==> src/sv/assert_macros.svh <==
// Assertion macros included by led_scan_fold_address_unit.
// Each macro takes a label, the clock, the active-low reset, a trigger and a consequence.
`ifndef ASSERT_MACROS_SVH
`define ASSERT_MACROS_SVH
`ifndef SYNTH
// The consequence holds in the same cycle as the trigger.
`define ASSERT_SAME(label, clk, rst_n, trig, cons) \
    label: assert property (@(posedge clk) disable iff (!rst_n) (trig) |-> (cons)) \
        else $error("assertion failed");
// The consequence holds in the cycle after the trigger.
`define ASSERT_NEXT(label, clk, rst_n, trig, cons) \
    label: assert property (@(posedge clk) disable iff (!rst_n) (trig) |=> (cons)) \
        else $error("assertion failed");
`else
`define ASSERT_SAME(label, clk, rst_n, trig, cons)
`define ASSERT_NEXT(label, clk, rst_n, trig, cons)
`endif
`endif

==> src/sv/lsfa_pkg.sv <==
package lsfa_pkg;

    // Configuration register indexes.
    localparam logic [2:0] CFG_ENTRY_DIRECTION = 3'd0;
    localparam logic [2:0] CFG_SCAN_ROWS       = 3'd1;
    localparam logic [2:0] CFG_ROW_FOLD        = 3'd2;
    localparam logic [2:0] CFG_COL_FOLD        = 3'd3;
    localparam logic [2:0] CFG_WIDTH_BYTES     = 3'd4;
    localparam logic [2:0] CFG_COLOR_COUNT     = 3'd5;

    // Entry direction codes: below the first one the column is mirrored,
    // above the second one the direction is invalid when folding.
    localparam logic [2:0] DIR_REVERSE_LOW = 3'd2;
    localparam logic [2:0] DIR_LAST_VALID  = 3'd3;

    // Fold divider geometry.
    localparam int DIVIDEND_W = 16;
    localparam int DIVISOR_W  = 7;
    localparam int DIV_STAGES = 4;
    localparam int DIV_STEPS  = DIVIDEND_W / DIV_STAGES;

    // Total register stages from input to result.
    localparam int PIPE_DEPTH = DIV_STAGES + 4;

    // Payload that travels beside the divider.
    typedef struct packed {
        logic [15:0] idx;
        logic [11:0] line_len;
        logic [15:0] base;
        logic        fold_on;
        logic        bad;
        logic        rev;
    } side_t;

    // Payload after the fold row has been resolved.
    typedef struct packed {
        logic [15:0] base;
        logic [2:0]  frow;
        logic [15:0] x;
        logic [11:0] line_len;
        logic        bad;
    } tail_t;

endpackage

==> src/sv/led_scan_fold_address_unit.sv <==
// Channel   Handshake                    Payload
// item      item_valid / item_stall      block, column, scan_line
// result    result_valid / result_stall  byte_offset, bad_direction
// config    cfg_we                       cfg_index, cfg_data
//
// Eight register stages from input to result; one item enters every cycle unless a held result stalls.
// The latency is set by the input stage, the four stages of the fold divider,
// and the fold row, row product and color product stages.
// Reset clears the valid bits and loads the register defaults.
// A stalled valid result holds the whole pipeline and raises item_stall in the same cycle.
`include "assert_macros.svh"

module led_scan_fold_address_unit (
    input  logic        clk,
    input  logic        rst_n,
    input  logic        cfg_we,
    input  logic [2:0]  cfg_index,
    input  logic [8:0]  cfg_data,
    input  logic        item_valid,
    output logic        item_stall,
    input  logic [4:0]  block,
    input  logic [10:0] column,
    input  logic [3:0]  scan_line,
    output logic        result_valid,
    input  logic        result_stall,
    output logic [15:0] byte_offset,
    output logic        bad_direction
);

    localparam int LAST = lsfa_pkg::PIPE_DEPTH - 1;
    localparam int DIVO = lsfa_pkg::DIV_STAGES;

    logic [2:0] entry_direction_reg;
    logic [4:0] scan_rows_reg;
    logic [2:0] row_fold_reg;
    logic [3:0] col_fold_reg;
    logic [8:0] width_bytes_reg;
    logic [1:0] color_count_reg;

    logic               valid_reg [lsfa_pkg::PIPE_DEPTH];
    logic               advance;
    lsfa_pkg::side_t    side_reg  [lsfa_pkg::DIV_STAGES+1];
    lsfa_pkg::side_t    side_next [lsfa_pkg::DIV_STAGES+1];
    lsfa_pkg::tail_t    tail_reg;
    lsfa_pkg::tail_t    tail_next;
    logic [15:0]        m_reg;
    logic [15:0]        m_next;
    logic               m_bad_reg;
    logic [15:0]        offset_reg;
    logic [15:0]        offset_next;
    logic               bad_reg;

    logic [3:0]  rf1;
    logic [11:0] line_len_a;
    logic [6:0]  fold_len_a;
    logic [9:0]  bs_a;
    logic [15:0] div_quot;
    logic [6:0]  div_rem;

    // Configuration writes.
    always_ff @(posedge clk or negedge rst_n)
    begin
        if (!rst_n)
        begin
            entry_direction_reg <= 3'd0;
            scan_rows_reg       <= 5'd16;
            row_fold_reg        <= 3'd0;
            col_fold_reg        <= 4'd0;
            width_bytes_reg     <= 9'd8;
            color_count_reg     <= 2'd1;
        end
        else if (cfg_we)
        begin
            unique case (cfg_index)
                lsfa_pkg::CFG_ENTRY_DIRECTION: entry_direction_reg <= cfg_data[2:0];
                lsfa_pkg::CFG_SCAN_ROWS:       scan_rows_reg       <= cfg_data[4:0];
                lsfa_pkg::CFG_ROW_FOLD:        row_fold_reg        <= cfg_data[2:0];
                lsfa_pkg::CFG_COL_FOLD:        col_fold_reg        <= cfg_data[3:0];
                lsfa_pkg::CFG_WIDTH_BYTES:     width_bytes_reg     <= cfg_data[8:0];
                lsfa_pkg::CFG_COLOR_COUNT:     color_count_reg     <= cfg_data[1:0];
                default: ;
            endcase
        end
    end

    // The pipeline moves unless a finished result is held back.
    assign item_stall = valid_reg[LAST] & result_stall;
    assign advance    = !item_stall;

    // Stage one: line and fold lengths, mirrored index and block row sum.
    assign rf1        = {1'b0, row_fold_reg} + 4'd1;
    assign line_len_a = {3'b0, width_bytes_reg} * {8'b0, rf1};
    assign fold_len_a = {3'b0, col_fold_reg} * {3'b0, rf1};
    assign bs_a       = {5'b0, block} * {5'b0, scan_rows_reg};

    always_comb
    begin
        side_next[0].line_len = line_len_a;
        if (entry_direction_reg < lsfa_pkg::DIR_REVERSE_LOW)
        begin
            side_next[0].idx = {4'b0, line_len_a} - 16'd1 - {5'b0, column};
        end
        else
        begin
            side_next[0].idx = {5'b0, column};
        end
        side_next[0].base    = {5'b0, ({1'b0, bs_a} + {7'b0, scan_line})};
        side_next[0].fold_on = (row_fold_reg != 3'd0) && (col_fold_reg != 4'd0);
        side_next[0].bad     = side_next[0].fold_on
                               && (entry_direction_reg > lsfa_pkg::DIR_LAST_VALID);
        side_next[0].rev     = entry_direction_reg[0];

        // Stage two scales the row sum by the fold count; later stages only carry.
        for (int s = 1; s <= lsfa_pkg::DIV_STAGES; s++)
        begin
            side_next[s] = side_reg[s-1];
        end
        side_next[1].base = side_reg[0].base * {12'b0, rf1};
    end

    // Index divided by the fold length runs beside the side payload.
    lsfa_fold_divider u_div (
        .clk       (clk),
        .advance   (advance),
        .dividend  (side_reg[0].idx),
        .divisor   (fold_len_a),
        .quotient  (div_quot),
        .remainder (div_rem)
    );

    // Fold row from the remainder, then the column inside the fold.
    always_comb
    begin
        logic [6:0] rem7;
        logic [6:0] sh;
        logic [2:0] fq;
        rem7 = div_rem;
        fq   = 3'd0;
        for (int k = 2; k >= 0; k--)
        begin
            sh = {3'b0, col_fold_reg} << k;
            if (rem7 >= sh)
            begin
                rem7  = rem7 - sh;
                fq[k] = 1'b1;
            end
        end
        tail_next.base     = side_reg[DIVO].base;
        tail_next.line_len = side_reg[DIVO].line_len;
        tail_next.bad      = side_reg[DIVO].bad;
        if (side_reg[DIVO].fold_on)
        begin
            tail_next.frow = side_reg[DIVO].rev ? (row_fold_reg - fq) : fq;
            tail_next.x    = div_quot * {12'b0, col_fold_reg} + {9'b0, rem7};
        end
        else
        begin
            tail_next.frow = 3'd0;
            tail_next.x    = side_reg[DIVO].idx;
        end
    end

    // Row times line length plus column, then the color plane scale, or zero for a bad direction.
    assign m_next = (tail_reg.base + {13'b0, tail_reg.frow}) * {4'b0, tail_reg.line_len}
                    + tail_reg.x;
    assign offset_next = m_bad_reg ? 16'd0 : m_reg * {14'b0, color_count_reg};

    // Valid bits.
    always_ff @(posedge clk or negedge rst_n)
    begin
        if (!rst_n)
        begin
            for (int s = 0; s < lsfa_pkg::PIPE_DEPTH; s++)
            begin
                valid_reg[s] <= 1'b0;
            end
        end
        else if (advance)
        begin
            valid_reg[0] <= item_valid;
            for (int s = 1; s < lsfa_pkg::PIPE_DEPTH; s++)
            begin
                valid_reg[s] <= valid_reg[s-1];
            end
        end
    end

    // Payload registers.
    always_ff @(posedge clk)
    begin
        if (advance)
        begin
            for (int s = 0; s <= lsfa_pkg::DIV_STAGES; s++)
            begin
                side_reg[s] <= side_next[s];
            end
            tail_reg   <= tail_next;
            m_reg      <= m_next;
            m_bad_reg  <= tail_reg.bad;
            offset_reg <= offset_next;
            bad_reg    <= m_bad_reg;
        end
    end

    assign result_valid  = valid_reg[LAST];
    assign byte_offset   = offset_reg;
    assign bad_direction = bad_reg;

    `ASSERT_SAME(a_stall_back, clk, rst_n, result_valid && result_stall, item_stall)
    `ASSERT_NEXT(a_enter, clk, rst_n, item_valid && !item_stall, valid_reg[0])
    `ASSERT_NEXT(a_exit, clk, rst_n, valid_reg[LAST-1] && advance, result_valid)
    `ASSERT_SAME(a_bad_zero, clk, rst_n, result_valid && bad_direction, byte_offset == 16'd0)

endmodule

==> src/sv/lsfa_fold_divider.sv <==
// Pipelined restoring divider: a fixed number of quotient bits per stage.
module lsfa_fold_divider (
    input  logic                             clk,
    input  logic                             advance,
    input  logic [lsfa_pkg::DIVIDEND_W-1:0]  dividend,
    input  logic [lsfa_pkg::DIVISOR_W-1:0]   divisor,
    output logic [lsfa_pkg::DIVIDEND_W-1:0]  quotient,
    output logic [lsfa_pkg::DIVISOR_W-1:0]   remainder
);

    logic [lsfa_pkg::DIVISOR_W-1:0]  rem_reg  [lsfa_pkg::DIV_STAGES];
    logic [lsfa_pkg::DIVISOR_W-1:0]  rem_next [lsfa_pkg::DIV_STAGES];
    logic [lsfa_pkg::DIVIDEND_W-1:0] work_reg  [lsfa_pkg::DIV_STAGES];
    logic [lsfa_pkg::DIVIDEND_W-1:0] work_next [lsfa_pkg::DIV_STAGES];
    logic [lsfa_pkg::DIVISOR_W-1:0]  dvs_reg  [lsfa_pkg::DIV_STAGES];
    logic [lsfa_pkg::DIVISOR_W-1:0]  dvs_next [lsfa_pkg::DIV_STAGES];

    // Each stage shifts dividend bits into the partial remainder and
    // shifts quotient bits in at the bottom of the work word.
    always_comb
    begin
        logic [lsfa_pkg::DIVISOR_W-1:0]  r;
        logic [lsfa_pkg::DIVIDEND_W-1:0] w;
        logic [lsfa_pkg::DIVISOR_W-1:0]  d;
        logic [lsfa_pkg::DIVISOR_W:0]    trial;
        for (int s = 0; s < lsfa_pkg::DIV_STAGES; s++)
        begin
            if (s == 0)
            begin
                r = '0;
                w = dividend;
                d = divisor;
            end
            else
            begin
                r = rem_reg[s-1];
                w = work_reg[s-1];
                d = dvs_reg[s-1];
            end
            for (int k = 0; k < lsfa_pkg::DIV_STEPS; k++)
            begin
                trial = {r, w[lsfa_pkg::DIVIDEND_W-1]};
                w = {w[lsfa_pkg::DIVIDEND_W-2:0], 1'b0};
                if (trial >= {1'b0, d})
                begin
                    trial = trial - {1'b0, d};
                    w[0] = 1'b1;
                end
                r = trial[lsfa_pkg::DIVISOR_W-1:0];
            end
            rem_next[s]  = r;
            work_next[s] = w;
            dvs_next[s]  = d;
        end
    end

    // Stage registers move together with the rest of the pipeline.
    always_ff @(posedge clk)
    begin
        if (advance)
        begin
            for (int s = 0; s < lsfa_pkg::DIV_STAGES; s++)
            begin
                rem_reg[s]  <= rem_next[s];
                work_reg[s] <= work_next[s];
                dvs_reg[s]  <= dvs_next[s];
            end
        end
    end

    assign quotient  = work_reg[lsfa_pkg::DIV_STAGES-1];
    assign remainder = rem_reg[lsfa_pkg::DIV_STAGES-1];

endmodule

==> config.mk <==
export PLATFORM = sky130hd
export DESIGN_NAME = led_scan_fold_address_unit
export DESIGN_NICKNAME = d
export VERILOG_FILES = /design/src/sv/lsfa_pkg.sv /design/src/sv/led_scan_fold_address_unit.sv /design/src/sv/lsfa_fold_divider.sv
export VERILOG_INCLUDE_DIRS = /design/src /design/src/sv
export SDC_FILE = /design/constraint.sdc
export NUM_CORES = 1
export LEC_CHECK = 0
export ABC_AREA = 1
export BUFFER_PORTS_ARGS = -buffer_cell sky130_fd_sc_hd__clkbuf_2
export CAP_MARGIN = 15
export CORE_MARGIN = 1.5
export CORE_UTILIZATION = 45
export DETAILED_ROUTE_END_ITERATION = 6
export GPL_ROUTABILITY_DRIVEN = 1
export SYNTH_ARGS = -nofsm -noshare
export SYNTH_HDL_FRONTEND = slang
export SYNTH_HIERARCHICAL = 1
export SYNTH_SLANG_ARGS = --single-unit
==> constraint.sdc <==
create_clock -name clk -period 11.7 [get_ports clk]
set_clock_uncertainty 0.1 [all_clocks]
set_input_delay 1.755 -clock clk [delete_from_list [all_inputs] [get_ports clk]]
set_output_delay 1.755 -clock clk [all_outputs]
set_load 0.01 [all_outputs]
Word level (Yosys, flattened, before mapping)
Memories as Yosys holds them, arrays and structs flattened.
Index checks and enable logic that the tools add are counted.
- flip-flop bits (word level): 116
- bits in writable memories: 355
- output and inout port bits: 19
- logic and storage cells: 141
- memories: 4
- add/sub/neg operators: 27
- multiply operators: 7
- $lt $le $gt $ge: 21
- eq/ne operators: 5
- multiplexer cells: 42
- bitwise operators: 1
- reductions and logical operators: 11
- memories (name ; words ; bits a word ; read ports ; clocked after Yosys merged registers in ; wr ports ; line ; RTL):
    side_reg ; 5 ; 47 ; 5 ; 0 ; 5 ; led_scan_fold_address_unit.sv:42 ; lsfa_pkg::side_t side_reg [lsfa_pkg::DIV_STAGES+1];
    u_div.work_reg ; 4 ; 16 ; 4 ; 0 ; 4 ; lsfa_fold_divider.sv:13 ; logic [lsfa_pkg::DIVIDEND_W-1:0] work_reg [lsfa_pkg::DIV_STAGES];
    u_div.dvs_reg ; 4 ; 7 ; 3 ; 0 ; 4 ; lsfa_fold_divider.sv:15 ; logic [lsfa_pkg::DIVISOR_W-1:0] dvs_reg [lsfa_pkg::DIV_STAGES];
    u_div.rem_reg ; 4 ; 7 ; 4 ; 0 ; 4 ; lsfa_fold_divider.sv:11 ; logic [lsfa_pkg::DIVISOR_W-1:0] rem_reg [lsfa_pkg::DIV_STAGES];
- operators with widths (operator ; count):
    two-way mux 7 bit ; 19
    >= comparator 8 x 7 -> 1 bit ; 15
    subtractor 7 bit ; 15
    multiplier 16 x 4 -> 16 bit ; 2
    two-way mux 16 bit ; 2
    two-way mux 1 bit ; 20
    adder 16 bit ; 1
    adder 16 x 3 -> 16 bit ; 1
    adder 16 x 7 -> 16 bit ; 1
    multiplier 16 x 12 -> 16 bit ; 1
    multiplier 16 x 2 -> 16 bit ; 1
    subtractor 13 x 12 -> 14 bit ; 1
    subtractor 12 x 1 -> 13 bit (second input constant) ; 1
    multiplier 9 x 4 -> 12 bit ; 1
    AND reduction 2 bit ; 6
    adder 10 x 4 -> 11 bit ; 1
    multiplier 5 x 5 -> 10 bit ; 1
    >= comparator 1 x 7 -> 1 bit ; 1
    >= comparator 7 x 4 -> 1 bit ; 1
    >= comparator 7 x 5 -> 1 bit ; 1
    >= comparator 7 x 6 -> 1 bit ; 1
    multiplier 4 x 4 -> 7 bit ; 1
    subtractor 1 x 7 -> 7 bit ; 1
    subtractor 7 x 4 -> 7 bit ; 1
    15 further kinds ; 18

Depth between registers and ports, before layout
- word-level depth: 10
- mapped depth: 53

Hierarchy
The synthesis kept the hierarchy.
- by module, submodules not included (module ; times used ; cells an instance ; area an instance (um^2)):
    led_scan_fold_address_unit ; 1 ; 2422 ; 23287.3
    lsfa_fold_divider ; 1 ; 1177 ; 9685.5

Least setup slack after synthesis
OpenSTA, ideal clock, no wires.
- path type: input port to flip-flop
- start point: input result_stall
- end point: register valid_reg[1] (netlist name)
- arrival: 13.591 ns
- data required time: 10.943 ns
- setup slack: -2.648 ns
- cell stages on the path: 3
- buffers on the path: 1
- cell sequence: nand2_1 > clkbuf_1 > o21ai_0
- longest elaborated chain between the ends: 1
- ends and longest elaborated chain (item ; line ; RTL):
    from (decl) ; led_scan_fold_address_unit.sv:25 ; input logic result_stall,
    bitwise AND 1 bit ; led_scan_fold_address_unit.sv:87 ; assign item_stall = valid_reg[LAST] & result_stall;
    to (signal, indexed assignment) ; led_scan_fold_address_unit.sv:183 ; valid_reg[s] <= valid_reg[s-1];
    to (decl) ; led_scan_fold_address_unit.sv:40 ; logic valid_reg [lsfa_pkg::PIPE_DEPTH];
Every way passes these cells.
A chain may end at the register's enable or synchronous reset.

==> impl_results.md <==
* Outcome: completed
* Critical R2R Capture: u_div/rem_reg[0][6]
* Depth of the CTS H-tree at 2
* Post-synth EDFFs at 415
* Multi-input gate area in the final layout at 16,900 sq um
* Synth-to-Final Area Change at 9.24%
* Final setup margin at 1.32 ns
* Resize count post-CTS at 0
* Relative slew margins at 0.311
* GR peak layer: met2
* Pin count of the biggest net entering global routing at 188
* Routing usage on met3 at 0.0234
* CP max FO at 25
* GRT Residual Overflow at 0
* Vias at 22,800
* Height of the die at 274 um
* Starting Density at 0.453
* Flop2flop setup slack at 1.32 ns
* Ant. Diodes at 0
* Root Buffer: clkbuf_16
* Post-Layout Cell Count at 4,667
* Core area at 72,700 sq um
* Synth cell types at 59
* Mux contribution to synthesized area at 0
* Starting DRT DRC Count at 1,408
* Crit-path slowest cell: dfrtp_1
* Complex-gate fraction of the synthesized area at 0.0586
* Register area at 13,300 sq um
* Die area at 74,900 sq um
* DRC Markers at 0
* Clock sink total at 449
* First-pass GRT wire length at 112 mm
* Synth Register Bits at 449
* GRT met1 Usage at 0.260
* Hold depth at 0
* Main combinational cell family by area after synthesis: adder cells
* Most frequent cell after synthesis: nand2_1
* Post-Syn Area at 33,000 sq um
* Worst skew pair latency at 0.60 ns
* Cells on worst reg2reg path at 48
* DRT Pass-1 Iters at 6
* F_max at 0.0964 GHz
* CP Data Arrival Time at 10.63 ns
* Fillers at 6,794
* Main synth FF type: edfxtp_1
* Sequential element share of the synthesized area at 0.404
* M2 GR Usage at 0.308
* Synth Area in XOR/XNOR at 0.0366
* Syn nets at 4,111
* Worst setup EP type: flip-flop
* Post-CTS Hold Fix Bufs at 0
* Placed cell count at 4,580
* Synth top area share at 0.378
* CP Launch Type: flip-flop
* Drt wl/cell at 14.6 um
* Port buffer count at 55
* Vias in the first global route at 22,000
* HPWL Detailed at 53.7 mm
* Tmin final at 10.38 ns
* CTS tree: built
* Vias/cell at 4.89
* Die Width at 274 um
* Crit. Startpoint: row_fold_reg[0]
* Bufs on Longest Clock Path at 3
* Post-Synthesis Cells at 3,599
* Final Hold Viols at 0
* Period utilization at 0.887
* Yosys top cell by area: edfxtp_1
* CTS buffer count at 48
* Max reg flops at 220
* Yosys Warn Count at 6
* Final Slew Violations at 0
* Async SR Flop Fraction at 0.0757
* Worst path required time at 11.95 ns
* Most frequent cell on the critical path: nand2_1
* Fin Setup TNS at 0 ns
* Site Rows at 99
* Final #Nets at 4,184
* Setup violations, final at 0
* Average size of a mapped cell at 9.16 sq um
* Min-Delay Path Class: flip-flop to flip-flop
* Min-delay src: side_reg[0][127]
* Num ports at 56
* WL final at 68.2 mm
* Critical path type: flip-flop to flip-flop
* Worst slack, placed at 1.38 ns
* CP max stage delay at 0.68 ns
* RePlAce Congestion at 0.901
* Total GRT Usage at 0.186
* RSZ-0062 raised after global routing: false
* Worst r2r src: row_fold_reg[0]
* Hold Path End: side_reg[0][174]
* Simple-Gate Fraction of Synth Area at 0.192
* Top post-synthesis cells by area: edfxtp_1 38%, fa_1 12%, ha_1 11%
* Initial antenna violation count at 0
* Post-synth top cells: 939 x nand2_1, 691 x inv_1, 415 x edfxtp_1
* CTS clock-pin slew for the worst setup and hold paths at 0.07 ns
* Layout cells sized above 1 at 0.0620
* Post-route ant nets at 0
* Max-Cap Viols at 0
* Post-CTS setup buffer count at 0
* Adder-cell share of the synthesized area at 0.224
* Worst Tran Pin Value at 1.03 ns
[cell usage in the layout (no fill, tap or decap), types with 6 or more instances in the layout]
master / count
nand2_2: 16
inv_1: 691
dfrtp_1: 31
nor2_2: 6
a31oi_1: 18
nand4_1: 33
o21bai_1: 9
nand2_1: 938
fa_1: 193
xnor2_1: 52
nand3_2: 7
a21oi_1: 147
ha_1: 282
nor3_1: 20
a21o_1: 13
or2_2: 10
clkbuf_16: 48
buf_4: 6
nand3_4: 14
clkbuf_2: 55
edfxtp_1: 415
clkinv_1: 7
nand2_4: 7
bufinv_16: 6
nand3_1: 180
xor2_1: 84
nand3b_1: 9
o21ai_0: 111
o21ai_1: 9
nor2_1: 196
clkbuf_1: 10
[how the worst max path moves through the flow]
stage                          end  cells after the start
6_report       u_div/rem_reg[0][6]                     48
3_3_place_gp   u_div/rem_reg[0][3]                     48
3_5_place_dp   u_div/rem_reg[0][3]                     47
2_1_floorplan  u_div/rem_reg[0][2]                     49
4_1_cts        u_div/rem_reg[0][6]                     49
5_1_grt        u_div/rem_reg[0][3]                     47
[through the flow]
stage	instance area (sq um)	util	hold WS, ns
floorplan	33000	-	0.300
global placement	34400	0.472	0.300
detailed placement	34400	0.472	0.305
CTS	36000	0.495	0.313
global route	36000	0.495	0.315
finish	36000	0.495	0.311
[critical path, delay by kind of cell, from the launching register on]
kind	cells	cell delay (ns)
AO/OA/AOI/OAI	7	1.61
XOR/XNOR	1	0.21
adder cells (fa/ha/maj)	7	2.97
buffers and inverters	6	0.98
flip-flops	1	0.68
AND/OR/NAND/NOR	27	3.58
[logic make-up after synthesis]
group | Yosys count
buffers and inverters | 739
AND/OR/NAND/NOR | 1458
XOR/XNOR | 137
flip-flops | 449
AO/OA/AOI/OAI | 341
adder cells (fa/ha/maj) | 475
[area by class of cell]
type	instances	share of cell area
sequential	449	0.370
timing repair buffer	63	0.0102
tap	959	0.0333
inverter	699	0.0730
clock buffer	61	0.0355
multi-input combinational	2411	0.468
clock inverter	25	0.0100
[metal layers]
metal,share of wire,routed length [um]
met1,0.48,32400
met3,0.038,2560
met5,0,0
met4,0.020,1360
met2,0.47,31900
Power is not shown: default switching activity piles up to over one toggle a cycle in this logic, so the estimate is an artifact.
